`src/sv/iht_pkg.sv`:
```
`timescale 1ns / 1ps

package iht_pkg;

    localparam int TS_W    = 64;
    localparam int SEL_W   = 4;
    localparam int CFG_W   = 64;
    localparam int CFG_IDX_W = 2;

    localparam logic [CFG_IDX_W-1:0] REG_BIN_LIMIT      = 2'd0;
    localparam logic [CFG_IDX_W-1:0] REG_BIN_SPAN       = 2'd1;
    localparam logic [CFG_IDX_W-1:0] REG_BINNING_ENABLE = 2'd2;

    localparam logic REQ_MARK = 1'b0;
    localparam logic REQ_READ = 1'b1;

    typedef enum logic [7:0] {
        S_CLEAR = 8'b0000_0001,
        S_IDLE  = 8'b0000_0010,
        S_DIFF  = 8'b0000_0100,
        S_CHECK = 8'b0000_1000,
        S_DIV   = 8'b0001_0000,
        S_READ  = 8'b0010_0000,
        S_WAIT  = 8'b0100_0000,
        S_DONE  = 8'b1000_0000
    } state_t;

    typedef struct packed {
        logic clear;
        logic idle;
        logic diff;
        logic check;
        logic div_step;
        logic read;
        logic take;
        logic load;
    } cmd_t;

    typedef struct packed {
        logic clr_last;
        logic in_valid;
        logic is_read;
        logic started;
        logic bin_off;
        logic clamp;
        logic div_last;
        logic out_free;
    } status_t;

endpackage

```
`src/sv/iht_if.sv`:
```
`timescale 1ns / 1ps

interface iht_req_if import iht_pkg::*; ();
    logic             valid;
    logic             ready;
    logic             req_type;
    logic [TS_W-1:0]  timestamp;
    logic [SEL_W-1:0] bin_select;

    modport source (output valid, output req_type, output timestamp, output bin_select,
                    input ready);
    modport sink   (input valid, input req_type, input timestamp, input bin_select,
                    output ready);
endinterface

interface iht_rsp_if import iht_pkg::*; ();
    logic             valid;
    logic             ready;
    logic             interval_valid;
    logic [TS_W-1:0]  interval;
    logic [TS_W-1:0]  max_interval;
    logic [TS_W-1:0]  sample_count;
    logic [TS_W-1:0]  interval_total;
    logic [SEL_W-1:0] bin_index;
    logic [TS_W-1:0]  bin_count;

    modport source (output valid, output interval_valid, output interval,
                    output max_interval, output sample_count, output interval_total,
                    output bin_index, output bin_count, input ready);
    modport sink   (input valid, input interval_valid, input interval,
                    input max_interval, input sample_count, input interval_total,
                    input bin_index, input bin_count, output ready);
endinterface

```
`src/sv/iht_ram.sv`:
```
`timescale 1ns / 1ps

module iht_ram #(
    parameter int WIDTH = 64,
    parameter int DEPTH = 16
) (
    input  logic                     clk,
    input  logic                     we,
    input  logic [$clog2(DEPTH)-1:0] waddr,
    input  logic [WIDTH-1:0]         wdata,
    input  logic                     re,
    input  logic [$clog2(DEPTH)-1:0] raddr,
    output logic [WIDTH-1:0]         rdata
);

    logic [WIDTH-1:0] mem [DEPTH];
    logic [WIDTH-1:0] rdata_reg;

    always_ff @(posedge clk)
    begin
        if (we)
        begin
            mem[waddr] <= wdata;
        end
        if (re)
        begin
            rdata_reg <= mem[raddr];
        end
    end

    assign rdata = rdata_reg;

endmodule

```
`src/sv/iht_ctrl.sv`:
```
`timescale 1ns / 1ps

module iht_ctrl import iht_pkg::*; (
    input  logic    clk,
    input  logic    rst_n,
    input  status_t st,
    output cmd_t    cmd
);

    state_t state_reg;
    state_t state_next;

    always_comb
    begin
        state_next = state_reg;
        case (state_reg)
            S_CLEAR: if (st.clr_last) state_next = S_IDLE;
            S_IDLE:  if (st.in_valid) state_next = S_DIFF;
            S_DIFF:
            begin
                if (st.is_read)
                    state_next = S_READ;
                else if (!st.started)
                    state_next = S_DONE;
                else
                    state_next = S_CHECK;
            end
            S_CHECK:
            begin
                if (st.bin_off)
                    state_next = S_DONE;
                else if (st.clamp)
                    state_next = S_READ;
                else
                    state_next = S_DIV;
            end
            S_DIV:   if (st.div_last) state_next = S_READ;
            S_READ:  state_next = S_WAIT;
            S_WAIT:  state_next = S_DONE;
            S_DONE:  if (st.out_free) state_next = S_IDLE;
            default: state_next = S_IDLE;
        endcase
    end

    always_ff @(posedge clk or negedge rst_n)
    begin
        if (!rst_n)
            state_reg <= S_CLEAR;
        else
            state_reg <= state_next;
    end

    always_comb
    begin
        cmd          = '0;
        cmd.clear    = (state_reg == S_CLEAR);
        cmd.idle     = (state_reg == S_IDLE);
        cmd.diff     = (state_reg == S_DIFF);
        cmd.check    = (state_reg == S_CHECK);
        cmd.div_step = (state_reg == S_DIV);
        cmd.read     = (state_reg == S_READ);
        cmd.take     = (state_reg == S_WAIT);
        cmd.load     = (state_reg == S_DONE) && st.out_free;
    end

endmodule

```
`src/sv/iht_dp.sv`:
```
`timescale 1ns / 1ps

module iht_dp import iht_pkg::*; #(
    parameter int HIST_BINS = 16
) (
    input  logic                 clk,
    input  logic                 rst_n,
    input  cmd_t                 cmd,
    output status_t              st,
    input  logic                 cfg_we,
    input  logic [CFG_IDX_W-1:0] cfg_index,
    input  logic [CFG_W-1:0]     cfg_data,
    iht_req_if.sink              req,
    iht_rsp_if.source            rsp
);

    localparam int IDX_W = $clog2(HIST_BINS);
    localparam int QW    = (IDX_W > SEL_W) ? IDX_W : SEL_W;
    localparam logic [QW-1:0]    LAST_Q   = QW'(HIST_BINS - 1);
    localparam logic [IDX_W-1:0] LAST_IDX = IDX_W'(HIST_BINS - 1);

    // configuration
    logic [TS_W-1:0] bin_limit_reg;
    logic [TS_W-1:0] bin_span_reg;
    logic            binning_enable_reg;

    // running state
    logic            started_reg;
    logic [TS_W-1:0] prev_reg;
    logic [TS_W-1:0] max_reg;
    logic [TS_W-1:0] count_reg;
    logic [TS_W-1:0] sum_reg;

    // per-item work registers
    logic             type_reg;
    logic [TS_W-1:0]  ts_reg;
    logic             valid_reg;
    logic [TS_W-1:0]  diff_reg;
    logic [TS_W-1:0]  rem_reg;
    logic [QW-1:0]    q_reg;
    logic [IDX_W-1:0] step_reg;
    logic [IDX_W-1:0] idx_reg;
    logic [TS_W-1:0]  cnt_reg;
    logic [IDX_W-1:0] clr_reg;

    // result register
    logic             out_valid_reg;
    logic             o_ivalid_reg;
    logic [TS_W-1:0]  o_interval_reg;
    logic [TS_W-1:0]  o_max_reg;
    logic [TS_W-1:0]  o_count_reg;
    logic [TS_W-1:0]  o_sum_reg;
    logic [SEL_W-1:0] o_index_reg;
    logic [TS_W-1:0]  o_cnt_reg;

    logic             accept;
    logic             clamp;
    logic             div_bit;
    logic [IDX_W-1:0] idx_clamp;
    logic [QW-1:0]    idx_wide;
    logic             ram_we;
    logic [IDX_W-1:0] ram_waddr;
    logic [TS_W-1:0]  ram_wdata;
    logic [TS_W-1:0]  ram_rdata;

    assign accept    = cmd.idle && req.valid;
    assign req.ready = cmd.idle;

    assign clamp     = (diff_reg >= bin_limit_reg) || (bin_span_reg == '0)
                    || ((diff_reg >> IDX_W) >= bin_span_reg);
    assign div_bit   = (rem_reg >> step_reg) >= bin_span_reg;
    assign idx_clamp = (q_reg >= LAST_Q) ? LAST_IDX : IDX_W'(q_reg);
    assign idx_wide  = QW'(idx_reg);

    assign ram_we    = cmd.clear || (cmd.take && (type_reg == REQ_MARK));
    assign ram_waddr = cmd.clear ? clr_reg : idx_reg;
    assign ram_wdata = cmd.clear ? '0 : (ram_rdata + 64'd1);

    iht_ram #(
        .WIDTH (TS_W),
        .DEPTH (HIST_BINS)
    ) u_hist (
        .clk   (clk),
        .we    (ram_we),
        .waddr (ram_waddr),
        .wdata (ram_wdata),
        .re    (cmd.read),
        .raddr (idx_clamp),
        .rdata (ram_rdata)
    );

    always_comb
    begin
        st          = '0;
        st.clr_last = (clr_reg == LAST_IDX);
        st.in_valid = req.valid;
        st.is_read  = (type_reg == REQ_READ);
        st.started  = started_reg;
        st.bin_off  = !binning_enable_reg;
        st.clamp    = clamp;
        st.div_last = (step_reg == '0);
        st.out_free = !out_valid_reg || rsp.ready;
    end

    // control and state registers
    always_ff @(posedge clk or negedge rst_n)
    begin
        if (!rst_n)
        begin
            bin_limit_reg      <= '0;
            bin_span_reg       <= 64'd1;
            binning_enable_reg <= 1'b1;
            started_reg        <= 1'b0;
            prev_reg           <= '0;
            max_reg            <= '0;
            count_reg          <= '0;
            sum_reg            <= '0;
            clr_reg            <= '0;
            out_valid_reg      <= 1'b0;
        end
        else
        begin
            if (cfg_we)
            begin
                case (cfg_index)
                    REG_BIN_LIMIT:      bin_limit_reg      <= cfg_data;
                    REG_BIN_SPAN:       bin_span_reg       <= cfg_data;
                    REG_BINNING_ENABLE: binning_enable_reg <= cfg_data[0];
                    default:            ;
                endcase
            end
            if (cmd.clear)
                clr_reg <= clr_reg + 1'b1;
            if (cmd.diff && (type_reg == REQ_MARK))
            begin
                started_reg <= 1'b1;
                prev_reg    <= ts_reg;
            end
            if (cmd.check)
            begin
                if (diff_reg > max_reg)
                    max_reg <= diff_reg;
                count_reg <= count_reg + 64'd1;
                sum_reg   <= sum_reg + diff_reg;
            end
            if (cmd.load)
                out_valid_reg <= 1'b1;
            else if (rsp.ready)
                out_valid_reg <= 1'b0;
        end
    end

    // work registers
    always_ff @(posedge clk)
    begin
        if (accept)
        begin
            type_reg  <= req.req_type;
            ts_reg    <= req.timestamp;
            q_reg     <= QW'(req.bin_select);
            valid_reg <= 1'b0;
            diff_reg  <= '0;
            idx_reg   <= '0;
            cnt_reg   <= '0;
        end
        if (cmd.diff && (type_reg == REQ_MARK) && started_reg)
        begin
            diff_reg  <= ts_reg - prev_reg;
            valid_reg <= 1'b1;
        end
        if (cmd.check)
        begin
            q_reg    <= clamp ? LAST_Q : '0;
            rem_reg  <= diff_reg;
            step_reg <= IDX_W'(IDX_W - 1);
        end
        if (cmd.div_step)
        begin
            if (div_bit)
                rem_reg <= rem_reg - (bin_span_reg << step_reg);
            if (QW > 1)
                q_reg <= {q_reg[QW-2:0], div_bit};
            else
                q_reg <= QW'(div_bit);
            step_reg <= step_reg - 1'b1;
        end
        if (cmd.read)
            idx_reg <= idx_clamp;
        if (cmd.take)
            cnt_reg <= (type_reg == REQ_MARK) ? (ram_rdata + 64'd1) : ram_rdata;
        if (cmd.load)
        begin
            o_ivalid_reg   <= valid_reg;
            o_interval_reg <= diff_reg;
            o_max_reg      <= max_reg;
            o_count_reg    <= count_reg;
            o_sum_reg      <= sum_reg;
            o_index_reg    <= idx_wide[SEL_W-1:0];
            o_cnt_reg      <= cnt_reg;
        end
    end

    assign rsp.valid          = out_valid_reg;
    assign rsp.interval_valid = o_ivalid_reg;
    assign rsp.interval       = o_interval_reg;
    assign rsp.max_interval   = o_max_reg;
    assign rsp.sample_count   = o_count_reg;
    assign rsp.interval_total = o_sum_reg;
    assign rsp.bin_index      = o_index_reg;
    assign rsp.bin_count      = o_cnt_reg;

endmodule

```
`src/sv/interval_histogram_timer.sv`:
```
`timescale 1ns / 1ps

// channel  dir  handshake        payload
// -------  ---  ---------------  ------------------------------------------------
// req      in   valid / ready    req_type, timestamp, bin_select
// rsp      out  valid / ready    interval_valid, interval, max_interval,
//                                sample_count, interval_total, bin_index, bin_count
// cfg      in   cfg_we           cfg_index, cfg_data (bin_limit, bin_span, binning_enable)
//
// one item at a time; a binned mark runs the one-bit-per-cycle restoring divider
// that finds interval / bin_span, then the histogram read-modify-write on the bin ram;
// a mark sent straight to the last bin skips the divider, a read goes to the bin read,
// and a statistics-only mark and a first mark make no access to the bin ram
// after reset a clearing pass zeroes the histogram, no item taken
// the result sits in an output register; the next item is accepted while it waits,
// and only the final load stalls on a full output register

module interval_histogram_timer import iht_pkg::*; #(
    parameter int HIST_BINS = 16
) (
    input  logic                 clk,
    input  logic                 rst_n,
    iht_req_if.sink              req,
    iht_rsp_if.source            rsp,
    input  logic                 cfg_we,
    input  logic [CFG_IDX_W-1:0] cfg_index,
    input  logic [CFG_W-1:0]     cfg_data
);

    // command and status between sequencer and datapath
    cmd_t    cmd;
    status_t st;

    // sequencer: clear sweep, dispatch, divide steps, bin update
    iht_ctrl u_ctrl (
        .clk   (clk),
        .rst_n (rst_n),
        .st    (st),
        .cmd   (cmd)
    );

    // datapath: statistics, divider, histogram ram, output register
    iht_dp #(
        .HIST_BINS (HIST_BINS)
    ) u_dp (
        .clk       (clk),
        .rst_n     (rst_n),
        .cmd       (cmd),
        .st        (st),
        .cfg_we    (cfg_we),
        .cfg_index (cfg_index),
        .cfg_data  (cfg_data),
        .req       (req),
        .rsp       (rsp)
    );

endmodule
```
`src/flat_wrapper.sv`:
```
// flat-port wrapper written by rule: the top's interface ports become plain ports
module interval_histogram_timer_flat import iht_pkg::*;
#(
    parameter int HIST_BINS = 16
)
  (clk, rst_n, cfg_we, cfg_index, cfg_data, req_valid, req_req_type, req_timestamp, req_bin_select, req_ready, rsp_valid, rsp_interval_valid, rsp_interval, rsp_max_interval, rsp_sample_count, rsp_interval_total, rsp_bin_index, rsp_bin_count, rsp_ready);
  iht_req_if req_i ();
  iht_rsp_if rsp_i ();
  input  logic clk;
  input  logic rst_n;
  input  logic cfg_we;
  input  logic [CFG_IDX_W-1:0] cfg_index;
  input  logic [CFG_W-1:0] cfg_data;
  input wire logic [$bits(req_i.valid)-1:0] req_valid;
  input wire logic [$bits(req_i.req_type)-1:0] req_req_type;
  input wire logic [$bits(req_i.timestamp)-1:0] req_timestamp;
  input wire logic [$bits(req_i.bin_select)-1:0] req_bin_select;
  output wire logic [$bits(req_i.ready)-1:0] req_ready;
  output wire logic [$bits(rsp_i.valid)-1:0] rsp_valid;
  output wire logic [$bits(rsp_i.interval_valid)-1:0] rsp_interval_valid;
  output wire logic [$bits(rsp_i.interval)-1:0] rsp_interval;
  output wire logic [$bits(rsp_i.max_interval)-1:0] rsp_max_interval;
  output wire logic [$bits(rsp_i.sample_count)-1:0] rsp_sample_count;
  output wire logic [$bits(rsp_i.interval_total)-1:0] rsp_interval_total;
  output wire logic [$bits(rsp_i.bin_index)-1:0] rsp_bin_index;
  output wire logic [$bits(rsp_i.bin_count)-1:0] rsp_bin_count;
  input wire logic [$bits(rsp_i.ready)-1:0] rsp_ready;
  assign req_i.valid = req_valid;
  assign req_i.req_type = req_req_type;
  assign req_i.timestamp = req_timestamp;
  assign req_i.bin_select = req_bin_select;
  assign req_ready = req_i.ready;
  assign rsp_valid = rsp_i.valid;
  assign rsp_interval_valid = rsp_i.interval_valid;
  assign rsp_interval = rsp_i.interval;
  assign rsp_max_interval = rsp_i.max_interval;
  assign rsp_sample_count = rsp_i.sample_count;
  assign rsp_interval_total = rsp_i.interval_total;
  assign rsp_bin_index = rsp_i.bin_index;
  assign rsp_bin_count = rsp_i.bin_count;
  assign rsp_i.ready = rsp_ready;
  interval_histogram_timer #(.HIST_BINS(HIST_BINS)) u_core (.clk(clk), .rst_n(rst_n), .req(req_i), .rsp(rsp_i), .cfg_we(cfg_we), .cfg_index(cfg_index), .cfg_data(cfg_data));
endmodule
```
`config.mk`:
```
export PLATFORM = sky130hd
export DESIGN_NAME = interval_histogram_timer_flat
export DESIGN_NICKNAME = d
export VERILOG_FILES = /design/src/sv/iht_pkg.sv /design/src/sv/iht_if.sv /design/src/sv/iht_ram.sv /design/src/sv/iht_ctrl.sv /design/src/sv/iht_dp.sv /design/src/sv/interval_histogram_timer.sv /design/src/flat_wrapper.sv
export SDC_FILE = /design/constraint.sdc
export NUM_CORES = 2
export LEC_CHECK = 0
export ABC_CLOCK_PERIOD_IN_PS = 22400
export BUFFER_PORTS_ARGS = -buffer_cell sky130_fd_sc_hd__clkbuf_2
export CAP_MARGIN = 25
export CORE_MARGIN = 10
export CORE_UTILIZATION = 35
export DETAILED_ROUTE_END_ITERATION = 16
export MAX_ROUTING_LAYER = met4
export PLACE_DENSITY_LB_ADDON = 0.1
export SETUP_SLACK_MARGIN = 0.1
export SYNTH_ARGS = -nofsm -noshare
export SYNTH_HDL_FRONTEND = slang
export SYNTH_SLANG_ARGS = --single-unit
```
`constraint.sdc`:
```
create_clock -name clk -period 22.4 [get_ports clk]
set_input_delay 4.48 -clock clk [delete_from_list [all_inputs] [get_ports clk]]
set_output_delay 4.48 -clock clk [all_outputs]
set_load 0.05 [all_outputs]
```
[Yosys cells after proc, flatten, opt, wreduce, memory -nomap -nowiden]
Memory sizes are Yosys's and may differ from the RTL's. A register that Yosys moved wholly into a read port is not among the register bits.
Index checks and enable logic that the tools add are counted.
Storage, ports and cells
  memories kept: 1
  logic and storage cells: 113
  input port bits: 140
  bits in registers: 994
  output and inout port bits: 327
  ROM bits: 0
  latch bits: 0
  memory bits (writable): 1024
Memories
  u_core.u_dp.u_hist.mem: words 16, bits a word 64, rd ports 1, clocked after memory_dff 1, write ports 1, line iht_ram.sv:16  | logic [WIDTH-1:0] mem [DEPTH];
Cells by class
  divide/modulo/power cells: 0
  order comparisons: 5
  multiplexer cells: 31
  add/sub/neg operators: 7
  multiply operators: 0
  reductions and logical operators: 24
  shifts and indexed selects: 2
  equality and inequality tests: 15
  bitwise operators: 1
Operator list (number)
  2-to-1 mux 64 bit: 8
  adder 64 x 1 -> 64 bit, second input constant: 2
  greater-or-equal comparator 64 bit: 2
  subtractor 64 bit: 2
  adder 64 bit: 1
  greater-or-equal comparator 60 x 64 -> 1 bit: 1
  > comparator 64 bit: 1
  logical NOT 64 bit: 1
  one-hot mux 8 bit (8 select lines): 1
  << shifter 64 x 4 -> 64 bit: 1
  right shift 64 x 4 -> 64 bit: 1
  2-to-1 mux 8 bit: 7
  2-to-1 mux 4 bit: 10
  nonzero test 2 bit: 5
  equality test 8 x 1 -> 1 bit, second input constant: 1
  equality test 8 x 2 -> 1 bit, second input constant: 1
  equality test 8 x 3 -> 1 bit, second input constant: 1
  equality test 8 x 4 -> 1 bit, second input constant: 1
  equality test 8 x 5 -> 1 bit, second input constant: 1
  equality test 8 x 6 -> 1 bit, second input constant: 1
  equality test 8 x 7 -> 1 bit, second input constant: 1
  equality test 8 bit, second input constant: 1
  AND reduction 2 bit: 4
  2-to-1 mux 6 bit: 1
  other kinds (17): 29

[Depth between registers and ports, before layout]
  depth in word-level cells: 6
  mapped depth: 24
  mapped depth without buffers: 19

[Hierarchy]
From an unflattened synthesis, not the netlist that was laid out.
Second synthesis, totals
  cells, all modules: 7419
  area, all modules: 100291.2 µm²
By module, submodules not included
  iht_dp: instances 1, seq. area each 27003.4 µm², area an instance 59449.5 µm², cells each 5705
  iht_ram: instances 1, seq. area each 32671.3 µm², area an instance 40222.3 µm², cells each 1647
  iht_ctrl: instances 1, seq. area each 201.4 µm², area an instance 619.3 µm², cells each 67

[Least setup slack after synthesis]
Ideal clock, no wire load.
  kind: input port to flip-flop
  from: input port rsp_ready
  to: register u_core.u_dp.o_cnt_reg[0] (netlist: u_core.u_dp.rsp.bin_count[0]), enable pin
  cell stages on the path: 2
  arrival: 18797 ps
  path buffers: 0
  setup slack: 2551 ps
  required time: 21348 ps
  setup time: 1052 ps
  cells stage by stage: nand2b_1 -> nor2b_1
RTL lines
  start, declared: line flat_wrapper.sv:27  | input wire logic [$bits(rsp_i.ready)-1:0] rsp_ready;
  end signal, assigned: line iht_dp.sv:199  | o_cnt_reg <= cnt_reg;
  end, declared: line iht_dp.sv:54  | logic [TS_W-1:0] o_cnt_reg;

==> results.cfg <==
[placed_design]
dpl.hpwl_mm = 221
portBuffers = 466
dp_cells = 11400
place_congestion = 0.947

[timing]
drv_slew = 0
final-hold-violation-count = 0
finalCritPeriodShare = 0.314
finClkSkew_ns = 0.0676
fin_crit_ns = 7.03
max_freq_ghz = 0.142
setup_viol = 0
tightest_slew_ns = 1.19
setup-tns-final_ns = 0
rsz0062_at_grt = false
slew_headroom = 0.204

[floorplan]
core_area_um2 = 284000
io_pins = 467
initial_utilization = 0.351
fp-row-count = 196
die_w_um = 554
fp.dieH_um = 554
die-area_um2 = 307000

[grt]
grt_max_degree = 140
track_usage = 0.211
antenna_found_initial = 26
use_met1 = 0.272
gr-total-overflow = 0
top_usage_layer = met2
grt.met3_usage = 0.0249
grt_pass1_vias = 64600
grt_pass1_wl_mm = 469
gr-usage-met2 = 0.349

[critical_path]
cp-end-kind = flip-flop
setup.worst_path.class = input pin to flip-flop
r2r_end = u_core.u_dp.rem_reg[8]$_DFF_P_
worst-path-max-fanout = 138
rrSetupSlack_ns = 15.42
required_ns = 22.87
critPathLaunchType = input pin
crit_end = u_core.u_dp.rsp.interval[39]$_DFFE_PP_
startpoint = rsp_ready
arrival_ns = 7.50
rr_worst_depth = 20
rr_startpoint = u_core.u_dp.step_reg[1]$_SDFFCE_PN1P_

[logic_synthesis]
synthArstFlopShare = 0.192
postSynthAreaPerCell_um2 = 13.6
synth_top_area_frac = 0.487
synth_seq_area_share = 0.600
syn_inst = 7354
synth_enable_flop_cells = 1618
synth.cell_area_um2 = 99800
synth.net_count = 7942
synth_top_flop_cell = edfxtp_1
synthTopCellsByArea = edfxtp_1, dfrtp_1, mux4_2
ys_ff_latch = 2082
synth_largest_area_cell = edfxtp_1
synth_cell_types = 106
yosysWarnings = 0

[layout]
nets = 8455
layout-drive-gt1-share = 0.204
largest-register = u_core.u_dp.u_hist.mem
syn2layout_area_growth_pct = 14.9
stdcell_count = 11800
largest_register_ffs = 1024
num-fill-cells = 26700

[clocking]
root_buffer = clkbuf_16
cts_setup_buffers = 0
numCtsBuffers = 231
cts.sinks = 2082
clk_latency_ns = 0.90
clkTransAtPathRegs_ns = 0.06
cts_tree = done
clockBufferDepth = 4
cts_resized = 0
h-tree-depth = 4
hold_buffers = 0

[job]
drv_cap = 0

[detailed_routing]
vias = 63800
drcViolationCount = 0
routed_wl_mm = 325
vias_per_cell = 5.39
ant_nets = 0
drtIter0Drc = 5132
wl_per_cell_um = 27.5
dr.pass1.iters = 5

[power]
p_per_area_nw_per_um2 = 114
leakagePower_nw = 43.1
ir_drop_uv = 64.9

[hold_path]
hold_class = flip-flop to flip-flop

[status]
status = complete, no violations
## metal layers
layer | vias up | part of all wire
met5 | - | 0
met4 | 0 | 0.035
met3 | 457 | 0.047
met2 | 1840 | 0.49
met1 | 32600 | 0.43
li1 | 28900 | -
## critical path: stages
cell      delay (ns)
clkbuf_2        0.08
nand2b_1        0.13
nor2b_4         0.57
buf_12          0.61
buf_12          0.62
buf_4           0.72
## layout by cell type, fill, tap and decap left out, drive strengths merged, types with 119 or more instances in the layout
master	synthesis	layout
edfxtp	1618	1618
clkbuf	251	737
nand2	696	696
nor2	466	466
ha	445	445
mux4	431	431
dfrtp	396	396
a21oi	388	388
o21ai	388	388
inv	362	374
a21o	224	224
xnor2	187	187
mux2	156	156
buf	85	150
xor2	147	147
nand4	119	119
## cells by family (layout without fill, tap and decap cells)
logic type,Yosys count,after routing,share of synthesized area
flip-flops,2082,2082,0.600
buffers and inverters,699,1402,0.0268
AO/OA/AOI/OAI,1361,1361,0.0848
multiplexers,642,642,0.120
AND/OR/NAND/NOR,1788,1788,0.0825
adder cells (fa/ha/maj),448,448,0.0564
other,0,14,0
XOR/XNOR,334,334,0.0293
## layout make-up
cell class / count / area [µm²] / share of cell area
Sequential cell: 2082 / 59900 / 0.522
Multi-Input combinational cell: 4573 / 37500 / 0.327
Clock buffer: 272 / 6010 / 0.0524
Tap cell: 3762 / 4710 / 0.0410
Timing Repair Buffer: 616 / 3610 / 0.0315
Clock inverter: 151 / 1620 / 0.0142
Inverter: 363 / 1370 / 0.0119
Antenna cell: 14 / 35.0 / 0.000306
## cell usage after synthesis (27+ instances only)
master       n
a211oi_1    36
a21o_1     221
a21oi_1    386
a31oi_1    114
and2_1      35
and3_1      76
buf_1       53
buf_2       30
clkbuf_1   246
dfrtp_1    396
dfxtp_1     65
edfxtp_1  1618
ha_1       445
inv_1      362
mux2_2     156
mux2i_1     55
mux4_2     431
nand2_1    695
nand2b_1    34
nand3_1     96
nand4_1    117
nor2_1     464
nor2b_1     49
nor3_1      74
nor4_1      27
o21ai_0    369
o21bai_1    32
or3_1       41
xnor2_1    187
xor2_1     147
## power by group
part	total, mW	internal [mW]	switching [mW]
sequential	5.03	4.62	0.407
clock	3.86	2.25	1.61
combinational	4.22	1.69	2.53
total	13.1	8.56	4.55
## metrics by stage
step	instance area [µm²]	util	hold slack (ns)	total power [mW]	setup slack, ns
finish	115000	0.403	0.418	13.1	15.37
global route	115000	0.403	0.410	13.8	14.96
CTS	114000	0.402	0.416	13.2	15.31
detailed placement	107000	0.376	0.405	9.32	14.43
global placement	107000	0.376	0.404	9.29	14.49
floorplan	99800	-	0.400	7.91	2.55
## worst min path at each step
stage	from	end	slack [ns]	cells past startpoint
4_1_cts	u_core.u_dp.cnt_reg[12]$_SDFFCE_PP0P_	u_core.u_dp.rsp.bin_count[12]$_DFFE_PP_	0.42	0
5_1_grt	u_core.u_dp.cnt_reg[12]$_SDFFCE_PP0P_	u_core.u_dp.rsp.bin_count[12]$_DFFE_PP_	0.41	0
6_report	u_core.u_dp.cnt_reg[60]$_SDFFCE_PP0P_	u_core.u_dp.rsp.bin_count[60]$_DFFE_PP_	0.42	0
2_1_floorplan	u_core.u_dp.cnt_reg[0]$_SDFFCE_PP0P_	u_core.u_dp.rsp.bin_count[0]$_DFFE_PP_	0.40	0
3_5_place_dp	u_core.u_dp.cnt_reg[31]$_SDFFCE_PP0P_	u_core.u_dp.rsp.bin_count[31]$_DFFE_PP_	0.40	0
3_3_place_gp	u_core.u_dp.cnt_reg[13]$_SDFFCE_PP0P_	u_core.u_dp.rsp.bin_count[13]$_DFFE_PP_	0.40	0
No activity file was read; power rests on OpenSTA's default activity.
